===== config.mk =====
export PLATFORM = sky130hd
export DESIGN_NAME = bbt_merge
export DESIGN_NICKNAME = d
export VERILOG_FILES = /design/src/bbt_pkg.sv /design/src/bbt_merge.sv
export SDC_FILE = /design/constraint.sdc
export NUM_CORES = 1
export LEC_CHECK = 0
export BUFFER_PORTS_ARGS = -buffer_cell sky130_fd_sc_hd__clkbuf_2
export CAP_MARGIN = 0
export CORE_ASPECT_RATIO = 0.5
export CORE_MARGIN = 4
export CORE_UTILIZATION = 39
export DETAILED_ROUTE_END_ITERATION = 8
export PLACE_DENSITY = 0.95
export SLEW_MARGIN = 20
export SYNTH_ARGS = -nofsm -noshare
export SYNTH_HDL_FRONTEND = slang
export SYNTH_SLANG_ARGS = --single-unit

===== constraint.sdc =====
create_clock -name vclk -period 7.5
set_clock_uncertainty 0.1 [all_clocks]
set_input_delay 1.5 -clock vclk [all_inputs]
set_output_delay 1.5 -clock vclk [all_outputs]
set_load 0.01 [all_outputs]

===== src/bbt_pkg.sv =====
package bbt_pkg;

    localparam int LANES   = 8;
    localparam int LANE_W  = 3;
    localparam int FIELD_W = 8;
    localparam int COUNT_W = 13;
    localparam int CFG_W   = 12;
    localparam int INDEX_W = 12;

    localparam logic [COUNT_W-1:0] COUNT_MAX = 13'd4096;

    localparam logic [1:0] MARK_GOOD     = 2'd0;
    localparam logic [1:0] MARK_BAD      = 2'd1;
    localparam logic [1:0] MARK_RESERVED = 2'd2;
    localparam logic [1:0] MARK_FACTORY  = 2'd3;

    localparam logic OP_LOAD  = 1'b0;
    localparam logic OP_QUERY = 1'b1;

    localparam logic [1:0] REG_FIELD_WIDTH = 2'd0;
    localparam logic [1:0] REG_RESERVED    = 2'd1;
    localparam logic [1:0] REG_BASE        = 2'd2;
    localparam logic [1:0] REG_ALLOW       = 2'd3;

    // what one lane found for its field
    typedef struct packed {
        logic       write;
        logic       ovf;
        logic       reserved;
        logic       bad;
        logic [1:0] code;
    } lane_res_t;

endpackage


===== src/bbt_merge.sv =====
module bbt_merge (
    input  bbt_pkg::lane_res_t               lane_res [bbt_pkg::LANES],
    input  logic [bbt_pkg::COUNT_W-1:0]      bad_total,
    input  logic [bbt_pkg::COUNT_W-1:0]      reserved_total,
    output logic [bbt_pkg::COUNT_W-1:0]      bad_next,
    output logic [bbt_pkg::COUNT_W-1:0]      reserved_next,
    output logic                             overflow
);
    import bbt_pkg::*;

    logic [3:0]       n_bad;
    logic [3:0]       n_res;
    logic [COUNT_W:0] bad_sum;
    logic [COUNT_W:0] res_sum;

    always_comb
    begin
        n_bad    = '0;
        n_res    = '0;
        overflow = 1'b0;
        for (int k = 0; k < LANES; k++)
        begin
            n_bad    = n_bad + 4'(lane_res[k].bad);
            n_res    = n_res + 4'(lane_res[k].reserved);
            overflow = overflow | lane_res[k].ovf;
        end
        bad_sum       = {1'b0, bad_total} + (COUNT_W+1)'(n_bad);
        res_sum       = {1'b0, reserved_total} + (COUNT_W+1)'(n_res);
        // counts stop at COUNT_MAX (4096)
        bad_next      = (bad_sum > {1'b0, COUNT_MAX}) ? COUNT_MAX : bad_sum[COUNT_W-1:0];
        reserved_next = (res_sum > {1'b0, COUNT_MAX}) ? COUNT_MAX : res_sum[COUNT_W-1:0];
    end

endmodule


==> reports/metrics.cfg <==
[grt]
grt-ovfl-total=0
wire_length_of_the_first_global_routing_pass_mm=4.62
track_usage_pct=15.3
grt_antenna_before_repair=0
groute.layer.met2.usage_pct=33.9
grt_pass1_vias=1203
grt_use_met1_pct=15.4
met3_usage_pct=1.39
grt.busiest_layer=met2
grt_start_max_net_pins=13

[logic_synthesis]
post_synthesis_sequential_area_ratio_pct=0
synth_nets=232
unique_masters_post_synth=33
yosys_warnings=0
cell_area_after_synthesis_um2=1060
postSynthAreaPerCell_um2=7.82
syn_inst=136

[die]
fp.dieH_um=44.9
die_area_um2=3680
die_width_um=81.9
starting_utilization_of_the_core_area_pct=40.9
core_region_area_um2=2600
rows=13
io_pins=101

[route]
drt_pre_antenna_iters=4
wl_mm=2.94
postRouteAntennaNets=0
drc=0
via_per_inst=4.94
detailedRoute.firstIterationViolations=42
number_of_vias_after_detailed_routing=1229
route.detailed.wl_per_inst_um=11.8

[final_layout]
layout_common_cells=sky130_fd_sc_hd__clkbuf_2, sky130_fd_sc_hd__inv_1, sky130_fd_sc_hd__nor2_1
fraction_of_layout_cells_with_a_size_suffix_above_1_pct=44.8
number_of_antenna_diodes=0
n_sequential_cell=0
final_common_cell=sky130_fd_sc_hd__clkbuf_2
seq_area_um2=0
syn_to_final_growth_pct=39.4
finalNetCount=310
clock_buffers=0

[worst_setup_path]
worstSetupEndpointType=primary output
timing.critical_path.from_type=primary input
worst_path_arrival_ns=5.35
critical_path.max_fanout=6
crit_type=in -> out
critical_path_required_ns=5.90

[timing]
setup_viol=0
worstMarginPinSlew_ns=0.510
final_hold_viol_count=0
final_critical_path_setup_slack_ns=0.553
timing.setup.tns_ns=0
grt_setup_unrepaired=no
layout_worst_path_cycle_share_pct=92.6
final_critical_delay_including_setup_and_external_delays_ns=6.95
hold-worst-slack_ns=3.18
final_max_slew_viol_count=0
slew_headroom_pct=65.6
max_freq_ghz=0.144

[clock_tree]
post_cts_hold_fix_bufs=0
post_cts_resize_count=0
post-cts-setup-buffer-count=0

[status]
outcome=complete, no violations

[place]
place_ws_ns=0.593
gp_congestion=0.760
port-buffer-count=77
dp_hpwl_mm=2.67

[power]
clock_power_share_pct=0
worst_ir_drop_vdd_uv=72.8
part_of_the_total_power_dissipated_in_combinational_logic_pct=100.0
cell_internal_pwr_mw=0.0761
leakagePower_nw=0.802
power.density_nw_per_um2=109
swShare_pct=53.1
seqPwrFrac_pct=0
switching_power_mw=0.0861
p_total_mw=0.162

[min_path]
hold_class=in -> out
hold_path_end=overflow
worst_hold_path.num_cells=4
min-delay-start=lane_res[4]

[job]
drv_cap=0

[power groups by stage]
stage	combinational [mW]	sequential, mW	clock, mW
2_1_floorplan	0.107	0	0
3_3_place_gp	0.153	0	0
3_5_place_dp	0.163	0	0
4_1_cts	0.164	0	0
5_1_grt	0.183	0	0
6_report	0.162	0	0
[layout make-up]
class / instances / area (um^2)
repair buffers: 79 / 400
multi-input cells: 117 / 976
well taps: 37 / 46.3
inverters: 16 / 60.1
fillers: 248 / 1120
[cells in the mapped netlist (all sizes together), types with 4 or more instances]
master / instances / area share [%]
xor2: 11 / 9.1
nand4: 4 / 2.4
a21oi: 6 / 3.2
inv: 16 / 5.6
nor2: 22 / 9.6
nor2b: 6 / 3.5
ha: 12 / 14
xnor2: 6 / 4.9
nand2: 6 / 2.1
and3: 5 / 3.9
fa: 10 / 19
[worst max path at each step]
stage | from | end
after detailed placement | lane_res[3] | reserved_next[3]
after CTS | lane_res[3] | reserved_next[3]
after global placement | lane_res[3] | reserved_next[3]
after floorplan | lane_res[2] | bad_next[4]
after global routing | lane_res[3] | reserved_next[8]
final | lane_res[3] | reserved_next[3]
[metrics by stage]
step                      std cells  area (um^2)  utilization [%]
final                           249         1480             57.0
after floorplan                 136         1060                -
after global routing            249         1480             57.0
after global placement          249         1480             57.0
after CTS                       249         1480             57.0
after detailed placement        249         1480             57.0
[worst max-delay path: stages]
cell                       delay, ns
sky130_fd_sc_hd__clkbuf_2       0.10
sky130_fd_sc_hd__fa_1           0.52
sky130_fd_sc_hd__inv_1          0.05
sky130_fd_sc_hd__fa_1           0.48
sky130_fd_sc_hd__fa_1           0.50
sky130_fd_sc_hd__inv_1          0.05
sky130_fd_sc_hd__fa_1           0.41
sky130_fd_sc_hd__fa_1           0.44
sky130_fd_sc_hd__a211oi_1       0.26
sky130_fd_sc_hd__nor2_1         0.15
sky130_fd_sc_hd__a41oi_1        0.47
sky130_fd_sc_hd__buf_4          0.24
sky130_fd_sc_hd__nor2_1         0.05
sky130_fd_sc_hd__clkbuf_2       0.12
[kinds of logic after synthesis]
logic type	Yosys count	synth area share, %
compound gates	21	14.2
xor+xnor	17	14.0
fa+ha+maj	22	32.9
buf+inv	19	8.23
simple gates	57	30.6
[metal layers]
| metal | wire [um] | up-vias |
|---|---|---|
| li1 | - | 620 |
| met1 | 1050 | 566 |
| met2 | 1670 | 39 |
| met3 | 178 | 4 |
| met4 | 34 | 0 |
| met5 | 0 | - |
Power figures use the tool's default switching activity.
