**src/bbt_pkg.sv**
```systemverilog
package bbt_pkg;

    localparam int LANES   = 8;
    localparam int LANE_W  = 3;
    localparam int FIELD_W = 8;
    localparam int COUNT_W = 13;
    localparam int CFG_W   = 12;
    localparam int INDEX_W = 12;

    localparam logic [COUNT_W-1:0] COUNT_MAX = 13'd4096;

    localparam logic [1:0] MARK_GOOD     = 2'd0;
    localparam logic [1:0] MARK_BAD      = 2'd1;
    localparam logic [1:0] MARK_RESERVED = 2'd2;
    localparam logic [1:0] MARK_FACTORY  = 2'd3;

    localparam logic OP_LOAD  = 1'b0;
    localparam logic OP_QUERY = 1'b1;

    localparam logic [1:0] REG_FIELD_WIDTH = 2'd0;
    localparam logic [1:0] REG_RESERVED    = 2'd1;
    localparam logic [1:0] REG_BASE        = 2'd2;
    localparam logic [1:0] REG_ALLOW       = 2'd3;

    // what one lane found for its field
    typedef struct packed {
        logic       write;
        logic       ovf;
        logic       reserved;
        logic       bad;
        logic [1:0] code;
    } lane_res_t;

endpackage

```
**src/bbt_lane.sv**
```systemverilog
module bbt_lane (
    input  logic [2:0]                      lane,
    input  logic [1:0]                      width_code,
    input  logic [bbt_pkg::FIELD_W-1:0]     table_byte,
    input  logic [bbt_pkg::FIELD_W-1:0]     reserved_code,
    input  logic                            in_store,
    output bbt_pkg::lane_res_t              res
);
    import bbt_pkg::*;

    logic [3:0]         bits;
    logic [FIELD_W-1:0] msk;
    logic [2:0]         sh;
    logic [FIELD_W-1:0] f;
    logic               active;
    logic               hit;
    logic [1:0]         code;

    always_comb
    begin
        bits   = 4'd1 << width_code;
        msk    = 8'((9'd1 << bits) - 9'd1);
        active = {1'b0, lane} < (4'(LANES) >> width_code);
        sh     = 3'(lane << width_code);
        f      = (table_byte >> sh) & msk;
        hit    = active && (f != msk);
        // reserved match wins over the zero test
        if (reserved_code != '0 && f == reserved_code)
        begin
            code = MARK_RESERVED;
        end
        else if (f == '0)
        begin
            code = MARK_FACTORY;
        end
        else
        begin
            code = MARK_BAD;
        end
        res.write    = hit && in_store;
        res.ovf      = hit && !in_store;
        res.reserved = hit && in_store && (code == MARK_RESERVED);
        res.bad      = hit && in_store && (code != MARK_RESERVED);
        res.code     = code;
    end

endmodule

```
**config.mk**
```make
export PLATFORM = sky130hd
export DESIGN_NAME = bbt_lane
export DESIGN_NICKNAME = d
export VERILOG_FILES = /design/src/bbt_pkg.sv /design/src/bbt_lane.sv
export SDC_FILE = /design/constraint.sdc
export NUM_CORES = 1
export LEC_CHECK = 0
export ABC_AREA = 1
export BUFFER_PORTS_ARGS = -buffer_cell sky130_fd_sc_hd__buf_2
export CELL_PAD_IN_SITES_DETAIL_PLACEMENT = 0
export CELL_PAD_IN_SITES_GLOBAL_PLACEMENT = 1
export CORE_MARGIN = 2
export CORE_UTILIZATION = 32
export DETAILED_ROUTE_END_ITERATION = 10
export PLACE_DENSITY_LB_ADDON = 0.1
export SETUP_SLACK_MARGIN = 0.15
export SLEW_MARGIN = 30
export SYNTH_ARGS = -nofsm -noshare
export SYNTH_HDL_FRONTEND = slang
export SYNTH_SLANG_ARGS = --single-unit
```
**constraint.sdc**
```tcl
create_clock -name vclk -period 1.3
set_input_delay 0.065 -clock vclk [all_inputs]
set_output_delay 0.065 -clock vclk [all_outputs]
set_load 0.005 [all_outputs]
```
==> metrics.csv <==
stage;metric;value;unit
logic_synthesis;ys_seq_area_share;0;%
final_layout;nets;244;
floorplanning;die_h;56.17;µm
place;dp_cells;238;
global_route;grt_pass1_wl;4.692;mm
final_layout;final_core_util;58.13;%
global_route;antenna_found_initial;0;
final_layout;ff_latch_area;0;µm²
sta;post-route-min-period;1.658;ns
pwr;p_sw_share;57.06;%
pwr;p_sw;339.0;µW
final_layout;layout.cells.most_common;nand2_1;
sta;fmax;603.1;MHz
floorplanning;ios;28;
worst_setup_path;crit_arrival;1.59;ns
pwr;leakage;0.0008152;µW
route;via_per_inst;5.093;
floorplanning;dieArea;3155;µm²
sta;rsz0062_at_grt;yes;
pwr;p_comb_share;100.0;%
sta;slew-limit-headroom;80.94;%
logic_synthesis;yosysUniqueCellTypes;20;
route;drtIter0Drc;29;
global_route;grt.overflow.total;0;
pwr;power_per_cell_area;405.2;nW/µm²
clock_network;hold_buffers;0;
floorplanning;core_area;2522;µm²
worst_setup_path;start_kind;primary input;
final_layout;syn_to_final_growth;68.39;%
final_layout;final_layout_size_suffix_gt1_share;51.85;%
pwr;seq_power_share;0;%
logic_synthesis;syn_avg_cell_area;5.246;µm²
global_route;grt_max_degree;11;
logic_synthesis;ys_warn_count;0;
sta;setup_violations;6;
logic_synthesis;syn-instance-count;166;
place;dp.final_hpwl;2.190;mm
min_path;min_from;in_store;
outcome;outcome;finished with violations;
min_path;hold_class;primary input to output pin;
logic_synthesis;synth_nets;192;
route;wl_per_cell;11.91;µm
sta;hold_viol;0;
global_route;grt_usage;17.02;%
pwr;ir_drop;0.2300;mV
floorplanning;start_util;34.52;%
floorplanning;num_rows;18;
route;drcViolationCount;0;
final_layout;nClkBuffers;0;
floorplanning;fp.dieW;56.17;µm
final_layout;seq_cells;0;
pwr;report.power.total;594.2;µW
place;portBuffers;28;
worst_setup_path;crit_required;1.24;ns
worst_setup_path;timing.setup.critical_path_class;primary input to output pin;
sta;drv_slew;0;
worst_setup_path;crit_fanout;6;
final_layout;antennaDiodeCount;0;
logic_synthesis;synth_area;870.8;µm²
route;drt_wl_total;2.929;mm
place;gp_congestion;0.7883;
sta;tightest_slew;0.2839;ns
final_layout;instances_no_fill;246;
final_layout;final_cell_mix;nand2_1 (41), buf_2 (25), inv_1 (21);
sta;setup_ws;-0.3580;ns
pwr;power.internal;255.2;µW
min_path;holdPathEnd;res[4];
run;cap_violations;0;
global_route;grt_pass1_vias;1133;
min_path;whs_path_depth;3;
route;route.vias.total;1253;
pwr;p_clk_share;0;%
sta;setup_tns;-2.006;ns
route;ant_nets;0;
outcome;violations;negative setup slack;
sta;post-route-period-util;127.5;%
worst_setup_path;endpoint_kind;output pin;
route;dr.pass1.iters;4;
-- Yosys cell counts --
cell type   n  area (µm²)
a21oi_1     3       15.01
buf_4       1       7.510
buf_6       2       22.52
ha_1        4       50.05
inv_1      22       82.58
nand2_1    59       221.5
nand2_2     9       56.30
nand2_4     1       11.26
nand3_1    21       105.1
nand3_2    11       110.1
nand3b_1    3       22.52
nand3b_2    1       11.26
nand4_1     7       43.79
nor2_1     14       52.55
nor2_2      1       6.260
nor2_4      2       22.52
nor3_1      1       5.000
o21a_1      2       15.01
o21ai_0     1       5.000
o21ai_1     1       5.000
-- final cells by class --
cell class                 instances  area [µm²]
fill                             265        1056
multi-input combinational        142       988.4
timing repair buffer              52       357.8
inverter                          22       82.58
tap                               30       37.54
-- metrics by stage --
step	worst slack [ns]	instance area [µm²]	hold slack [ns]
after global routing	-0.4827	1466	0.4128
after CTS	-0.2811	1274	0.3755
after global placement	-0.3314	1151	0.3699
final	-0.3580	1466	0.3944
after detailed placement	-0.3461	1151	0.3761
after floorplan	-0.003448	884.6	0.1611
-- power groups by stage --
stage / clock, µW / sequential [µW] / combinational (µW)
3_3_place_gp: 0 / 0 / 439
2_1_floorplan: 0 / 0 / 287
4_1_cts: 0 / 0 / 497
5_1_grt: 0 / 0 / 657
6_report: 0 / 0 / 594
3_5_place_dp: 0 / 0 / 442
-- worst max-delay path by stage --
stage | from | to | depth (start not counted)
floorplan | width_code[0] | res[3] | 13
global placement | width_code[1] | res[3] | 15
detailed placement | width_code[0] | res[3] | 15
CTS | width_code[0] | res[3] | 14
global route | width_code[1] | res[3] | 16
finish | width_code[1] | res[3] | 15
-- what timing repair did --
item,in CTS,in global routing
setup buffers,2,5
resized for setup,29,33
pin swaps,15,13
cloned,0,1
endpoints found under the setup margin,6,6
-- metal layers --
layer  track usage [%]  share of wire (%)
met5                 0                  0
met2             31.93                 52
met1             22.53                 44
met4                 0                  0
met3            0.9302                4.3
-- worst max-delay path, stage by stage --
cell and delay [ns]:
buf_6 0.10, nor2_4 0.17, buf_4 0.14, buf_6 0.09, nand2_4 0.05, nand2_8 0.09, nand3_1 0.13, nand3_4 0.13
nand2_4 0.07, nand2_2 0.07, nand3_2 0.08, nor2_2 0.11, nand3_2 0.10, nor2_2 0.08, buf_2 0.11
-- cell families after synthesis --
| family | Yosys count | synth area share (%) |
|---|---|---|
| compound gates | 7 | 4.596 |
| buf+inv | 25 | 12.93 |
| simple gates | 130 | 76.72 |
| fa+ha+maj | 4 | 5.747 |
(Power assumes the default switching activity.)
