## src/bbt_bank.sv

```systemverilog
module bbt_bank #(
    parameter int DEPTH = 512,
    parameter int AW    = 9
) (
    input  logic          clk,
    input  logic          rd_en,
    input  logic [AW-1:0] rd_addr,
    output logic [1:0]    rd_data,
    input  logic          wr_en,
    input  logic [AW-1:0] wr_addr,
    input  logic [1:0]    wr_data
);
    logic [1:0] mem [DEPTH];

    always_ff @(posedge clk)
    begin
        if (wr_en)
        begin
            mem[wr_addr] <= wr_data;
        end
    end

    always_ff @(posedge clk)
    begin
        if (rd_en)
        begin
            rd_data <= mem[rd_addr];
        end
    end

endmodule

```

## config.mk

```make
export PLATFORM = sky130hd
export DESIGN_NAME = bbt_bank
export DESIGN_NICKNAME = d
export VERILOG_FILES = /design/src/bbt_bank.sv
export SDC_FILE = /design/constraint.sdc
export NUM_CORES = 1
export LEC_CHECK = 0
export ABC_AREA = 1
export BUFFER_PORTS_ARGS = -buffer_cell sky130_fd_sc_hd__buf_4
export CORE_MARGIN = 3
export CORE_UTILIZATION = 45
export CTS_CLUSTER_SIZE = 28
export DETAILED_ROUTE_END_ITERATION = 6
export GPL_TIMING_DRIVEN = 0
export PLACE_DENSITY = 0.6
export REMOVE_ABC_BUFFERS = 1
export SETUP_SLACK_MARGIN = 0.02
export SLEW_MARGIN = 15
export SYNTH_ARGS = -nofsm -noshare
export SYNTH_HDL_FRONTEND = slang
export SYNTH_SLANG_ARGS = --single-unit
```

## constraint.sdc

```tcl
create_clock -name clk -period 3.8 [get_ports clk]
set_input_delay 0 -clock clk [delete_from_list [all_inputs] [get_ports clk]]
set_output_delay 0 -clock clk [all_outputs]
set_load 0.05 [all_outputs]
```

==> run metrics, run 1 <==
fin crit period 3.47 ns; Yosys cell types 14; WL met2 52.2 mm; WS Path Type in2reg; Synth area leader edfxtp_1; Finish-stage setup viols 0; setup ws final 0.331 ns; drt first-iter violations 2910; first-pass GRT wire length 167 mm; vias post-DR 29200; RSZ-0062 raised after global routing no; most common cell after layout, fill and taps aside nand2_1; vias in the first global route 28400; met3 WL 8.03 mm; most frequent cells in the layout nand2_1 (1107), edfxtp_1 (1026), nand3_1 (1000), nor2_1 (514), clkbuf_16 (111); Worst Clk Skew 0.0134 ns; max-cap violations 0; Area Growth Syn to Fin 10.4%; Initial Util 45.8%; Fin. Hold Viols 0; PwrDens 489 mW/mm2; H-tree depth 3; Setup crit end kind register; cell row count 113; top post-synthesis cells by area edfxtp_1 (70%), nand3_1 (11%), nand2_1 (9.6%); root buf cell clkbuf_16; drt wl/cell 21.3 um; Max Clk Rate 0.288 GHz; highest routed layer met5; reg2reg path depth 14; largest net degree at the start of global routing 185; setup slack, reg-to-reg 0.76 ns; DR DRC count 0; Hold WC Path Type in2reg; Die Y 318 um; placed inst area 0.0450 mm2; # fillers 8552; top cell type's share of synthesized area 70.2%; post-DP HPWL 57.1 mm; worst hold endpoint mem[218][0]$_DFFE_PP_; initial antenna violation count 4; worst r2r src mem[474][0]$_DFFE_PP_; Non-Filler Cell Area, Final 0.0485 mm2; DIE AREA 0.101 mm2; FF-to-FF End rd_data[0]$_DFFE_PP_; port buffer count 24; Via-to-Cell Ratio 5.57; RD Place Congestion 0.722; CP Data Required Time 4.19 ns; M1 wire length 48.0 mm; Setup Buffers After CTS 0; final worst path period share 91.3%; total gr overflow 0; Antenna Nets Post-Route 0; Yosys Warn Count 0; final wirelength 112 mm; Worst Hold Depth 6; CP max FO 98; leakage power total 16.6 nW; CP Data Arrival Time 3.86 ns; Num CTS Buffers 106; mean post-synth cell area 10.9 um2; pre-CTS setup slack 0.109 ns; width of the die 318 um; I/O pin total 25; CTS tree yes; Slew HR 17.4%; Post-Synthesis Cell Area 0.0439 mm2; type of origin of the critical path input port; status finished, final reports clean; sequential fraction of the synthesis area 70.2%; pins over their slew limit 0; worst IR drop on VDD 0.380 mV; CTS clk-pin slew, worst paths 0.07 ns; Worst Tran Pin Value 1.23 ns; Skew-Pair Late Insertion Delay 0.66 ns; final net count 3921; 1st-pass router iterations 5; hold_sp wr_addr[8]; core area 0.0959 mm2; count of state elements after synthesis 1026; GRT Total Usage 21.5%; CTS Sinks 1026; Clock Path Buffers 3; layout cells sized above 1 5.66%; Syn Inst Count 4013
## metal layers
layer | vias to the layer above | GRT usage [%]
met2 | 1015 | 35.4
met1 | 14300 | 29.8
met5 | - | 0
met4 | 2 | 6.76
met3 | 204 | 2.92
li1 | 13700 | -
## layout make-up
class,count,area [um2],share of cell area (%)
multi-input cells,2647,11300,23.4
diodes,3,7.51,0.0155
clock inverters,60,443,0.914
inverters,39,189,0.390
clock buffers,128,2800,5.78
repair buffers,78,1300,2.69
well taps,1265,1580,3.27
flip-flops and latches,1026,30800,63.6
## stage by stage
step	util [%]	TNS (ns)	cells	total power, mW	hold WS, ns
2_1_floorplan	-	0	3712	13.4	0.0989
3_3_place_gp	45.8	-939.74	5001	14.2	0.208
3_5_place_dp	46.9	0	5035	14.1	0.217
4_1_cts	50.5	0	5241	23.8	0.000884
5_1_grt	50.5	0	5244	24.4	0.0681
6_report	50.5	0	5246	23.7	0.0271
## cells by family after synthesis
| kind of cell | after synthesis | share of synthesized area [%] |
|---|---|---|
| buffers and inverters | 340 | 4.26 |
| flip-flops | 1026 | 70.2 |
| AND/OR/NAND/NOR | 2647 | 25.5 |
## synth_stat cells, drive strengths merged
master / instances
nor2: 514
nand2: 1122
buf: 229
clkbuf: 72
nand3: 1000
edfxtp: 1026
nor3: 11
inv: 39
## worst max-delay path by stage
stage / endpoint / slack (ns) / cells after the start / start
6_report: rd_data[0]$_DFFE_PP_ / 0.33 / 18 / rd_addr[1]
3_3_place_gp: rd_data[1]$_DFFE_PP_ / -7.23 / 14 / rd_addr[0]
2_1_floorplan: rd_data[1]$_DFFE_PP_ / 0.73 / 12 / rd_addr[1]
4_1_cts: rd_data[0]$_DFFE_PP_ / 0.09 / 19 / rd_addr[0]
3_5_place_dp: rd_data[0]$_DFFE_PP_ / 0.11 / 16 / rd_addr[1]
5_1_grt: rd_data[0]$_DFFE_PP_ / 0.08 / 18 / rd_addr[1]
## critical path, cell delays in order
cell and delay, ns:
buf_8 0.20, buf_16 0.27, inv_16 0.39, buf_16 0.39, buf_16 0.37, nand3_1 0.14, nand3_1 0.10, nand3_1 0.09
nand3_1 0.10, nand3_1 0.10, nand2_1 0.08, nand2_1 0.06, nand3_1 0.07, dlygate4sd3_1 0.54, nand2_1 0.05, nand2_1 0.06
nand2_1 0.08, dlygate4sd3_1 0.59
## flip-flops by register name, summed over array words and instances, names as in the netlist
name / count
mem: 1024
rd_data: 2
## where the power goes
| part | switching (mW) | total, mW | internal (mW) |
|---|---|---|---|
| Clock | 4.18 | 9.78 | 5.60 |
| Sequential | 0.00363 | 12.5 | 12.5 |
| Combinational | 1.07 | 1.44 | 0.377 |
| Total | 5.25 | 23.7 | 18.4 |
## timing repair
action / CTS / global route
endpoints found under the hold margin: 203 / 0
hold buffers: 18 / 0
resized for setup: 0 / 3
setup endpoints to repair: 0 / 1
Power figures use the tool's default switching activity.
==> run 2: changes to the inputs <==
--- a/config.mk
+++ b/config.mk
@@ -5,7 +5,6 @@
 export SDC_FILE = /design/constraint.sdc
 export NUM_CORES = 1
 export LEC_CHECK = 0
-export ABC_AREA = 1
 export BUFFER_PORTS_ARGS = -buffer_cell sky130_fd_sc_hd__buf_4
 export CORE_MARGIN = 3
 export CORE_UTILIZATION = 45
==> run 2 against run 1 <==
Compared with the run above: global-route usage is 0.088 points higher; sequential power hardly changed; worst hold slack better by 0.061 ns; power increased by 1.3%; critical endpoint is now rd_data[1]$_DFFE_PP_; largest cell class unchanged.
==> run metrics, run 2 <==
dpl cells 3707; met3 WL 7.34 mm; Max Clk Rate 0.277 GHz; post-DP HPWL 60.0 mm; Synth Flop Type edfxtp_1; Post-Synthesis Cell Area 0.0423 mm2; final worst path period share 95.1%; M1 wire length 42.4 mm; first-pass GRT wire length 156 mm; DIE AREA 0.0978 mm2; count of state elements after synthesis 1026; drt first-iter violations 2201; mean post-synth cell area 16.2 um2; Worst Hold Depth 2; 1st-pass router iterations 5; Syn Inst Count 2608; vias in the first global route 24300; leading cell types by count after synthesis edfxtp_1 (1026), nor2_1 (546), mux2i_1 (252), mux4_2 (128), o221ai_1 (110); Fin. Hold Viols 0; type of origin of the critical path input port; Num CTS Buffers 105; leakage power total 14.8 nW; CP Data Required Time 4.16 ns; setup slack, reg-to-reg 0.64 ns; sequential fraction of the synthesis area 72.8%; Post-synth EDFFs 1026; setup ws final 0.185 ns; most frequent cells in the layout edfxtp_1 (1026), nor2_1 (544), mux2i_1 (252), mux4_2 (128), o221ai_1 (110); worst IR drop on VDD 0.419 mV; root buf cell clkbuf_16; Area Growth Syn to Fin 12.0%; final wirelength 107 mm; RD Place Congestion 0.801; core area 0.0925 mm2; Die Y 313 um; final net count 2601; CP Data Arrival Time 3.98 ns; FF-to-FF End rd_data[1]$_DFFE_PP_; Initial Util 45.8%; port buffer count 24; Yosys cell types 57; pins over their slew limit 0; CTS tree yes; cell row count 111; CP top delay family simple AND/OR/NAND/NOR gates; PwrDens 506 mW/mm2; reg2reg path depth 8; width of the die 313 um; Worst Clk Skew 0.0192 ns; max-cap violations 0; highest routed layer met4; I/O pin total 25; status finished, final reports clean; worst hold endpoint rd_data[1]$_DFFE_PP_; Synth area leader edfxtp_1; max reg flops 1024; vias post-DR 23400; WS Path Type in2reg; pre-CTS setup slack -0.820 ns; top post-synthesis cells by area edfxtp_1 (73%), mux4_2 (6.8%), mux2i_1 (6.0%); drt wl/cell 27.4 um; Final Util 51.3%; ys async rst share 0%; Hold WC Path Type in2reg; worst r2r src mem[479][1]$_DFFE_PP_; total gr overflow 0; CTS clk-pin slew, worst paths 0.06 ns; Setup Buffers After CTS 0; Clock Path Buffers 3; Finished Layout Cells 3908; multi-input logic area 0.0106 mm2; cell with the most instances after synthesis edfxtp_1; Crit path buffers/inverters 3; # fillers 7665; RSZ-0062 raised after global routing no; most common cell after layout, fill and taps aside edfxtp_1; CP max FO 73; Antenna Nets Post-Route 0; Skew-Pair Late Insertion Delay 0.66 ns; H-tree depth 3; fin crit period 3.61 ns; CTS Sinks 1026; Yosys Warn Count 0; register area 0.0308 mm2; CP max stage cell or4_1; Largest regs mem x1024, rd_data x2; Finish-stage setup viols 0; Worst Tran Pin Value 1.09 ns; initial antenna violation count 1; Biggest register mem; GRT Total Usage 21.6%; top cell type's share of synthesized area 72.8%; antenna cells 0; CP max stage delay 0.68 ns; WL met2 53.2 mm; largest net degree at the start of global routing 148; Via-to-Cell Ratio 5.99; layout cells sized above 1 14.0%; DR DRC count 0; Slew HR 27.0%; hold_sp rd_en; Setup crit end kind register; CP cell instances buf_8, buf_16, nand2b_4, buf_12, o221ai_1, or3_1, o21ai_0, nor4_1, nand3_1, o22ai_1, or4_1
## run 2: worst max path at each step
stage / start / endpoint / cells after the start / slack (ns)
detailed placement: rd_addr[4] / rd_data[1]$_DFFE_PP_ / 9 / -0.82
CTS: rd_addr[1] / rd_data[1]$_DFFE_PP_ / 11 / 0.04
finish: rd_addr[1] / rd_data[1]$_DFFE_PP_ / 11 / 0.19
global route: rd_addr[1] / rd_data[0]$_DFFE_PP_ / 11 / 0.05
global placement: rd_addr[1] / rd_data[1]$_DFFE_PP_ / 9 / -5.80
floorplan: rd_addr[1] / rd_data[1]$_DFFE_PP_ / 7 / -0.29
## run 2: metrics by stage
| stage | setup TNS [ns] | hold WS [ns] | power (mW) | instance area [um2] |
|---|---|---|---|---|
| final | 0 | 0.0884 | 24.0 | 47400 |
| after global routing | 0 | 0.0864 | 24.7 | 47400 |
| after CTS | 0 | 0.0545 | 24.2 | 47400 |
| after detailed placement | -1.45 | 0.214 | 13.9 | 43800 |
| after global placement | -469.20 | 0.209 | 14.0 | 43000 |
| after floorplan | -0.504 | 0.0989 | 13.2 | 41200 |
## run 2: cells by family after synthesis
kind of cell           Yosys count  share of synthesized area, %
AO/OA/AOI/OAI                  273                          4.68
buffers and inverters          200                          2.67
multiplexers                   384                          12.9
flip-flops                    1026                          72.8
AND/OR/NAND/NOR                725                          7.00
## run 2: layout make-up
cell class                 instances  area share [%]
sequential                      1026            65.0
tap                             1243            3.28
multi-input combinational       1383            22.3
clock buffer                     120            5.75
timing repair buffer              58            1.97
clock inverter                    74            1.61
inverter                           4          0.0686
## run 2: timing repair
item / CTS / global route
gates resized for setup: 1 / 0
hold buffers: 6 / 0
endpoints found under the hold margin: 138 / 0
cloned: 0 / 1
endpoints found under the setup margin: 1 / 2
## run 2: report_power, final
group          total (mW)  internal (mW)  switching, mW
Clock                10.3           6.04           4.26
Combinational        1.24          0.387          0.850
Sequential           12.5           12.5        0.00409
## run 2: layer usage
metal / vias to the layer above / GRT usage [%]
met3: 201 / 3.83
li1: 10200 / -
met4: 0 / 8.15
met5: - / 0
met1: 12200 / 28.0
met2: 822 / 36.5
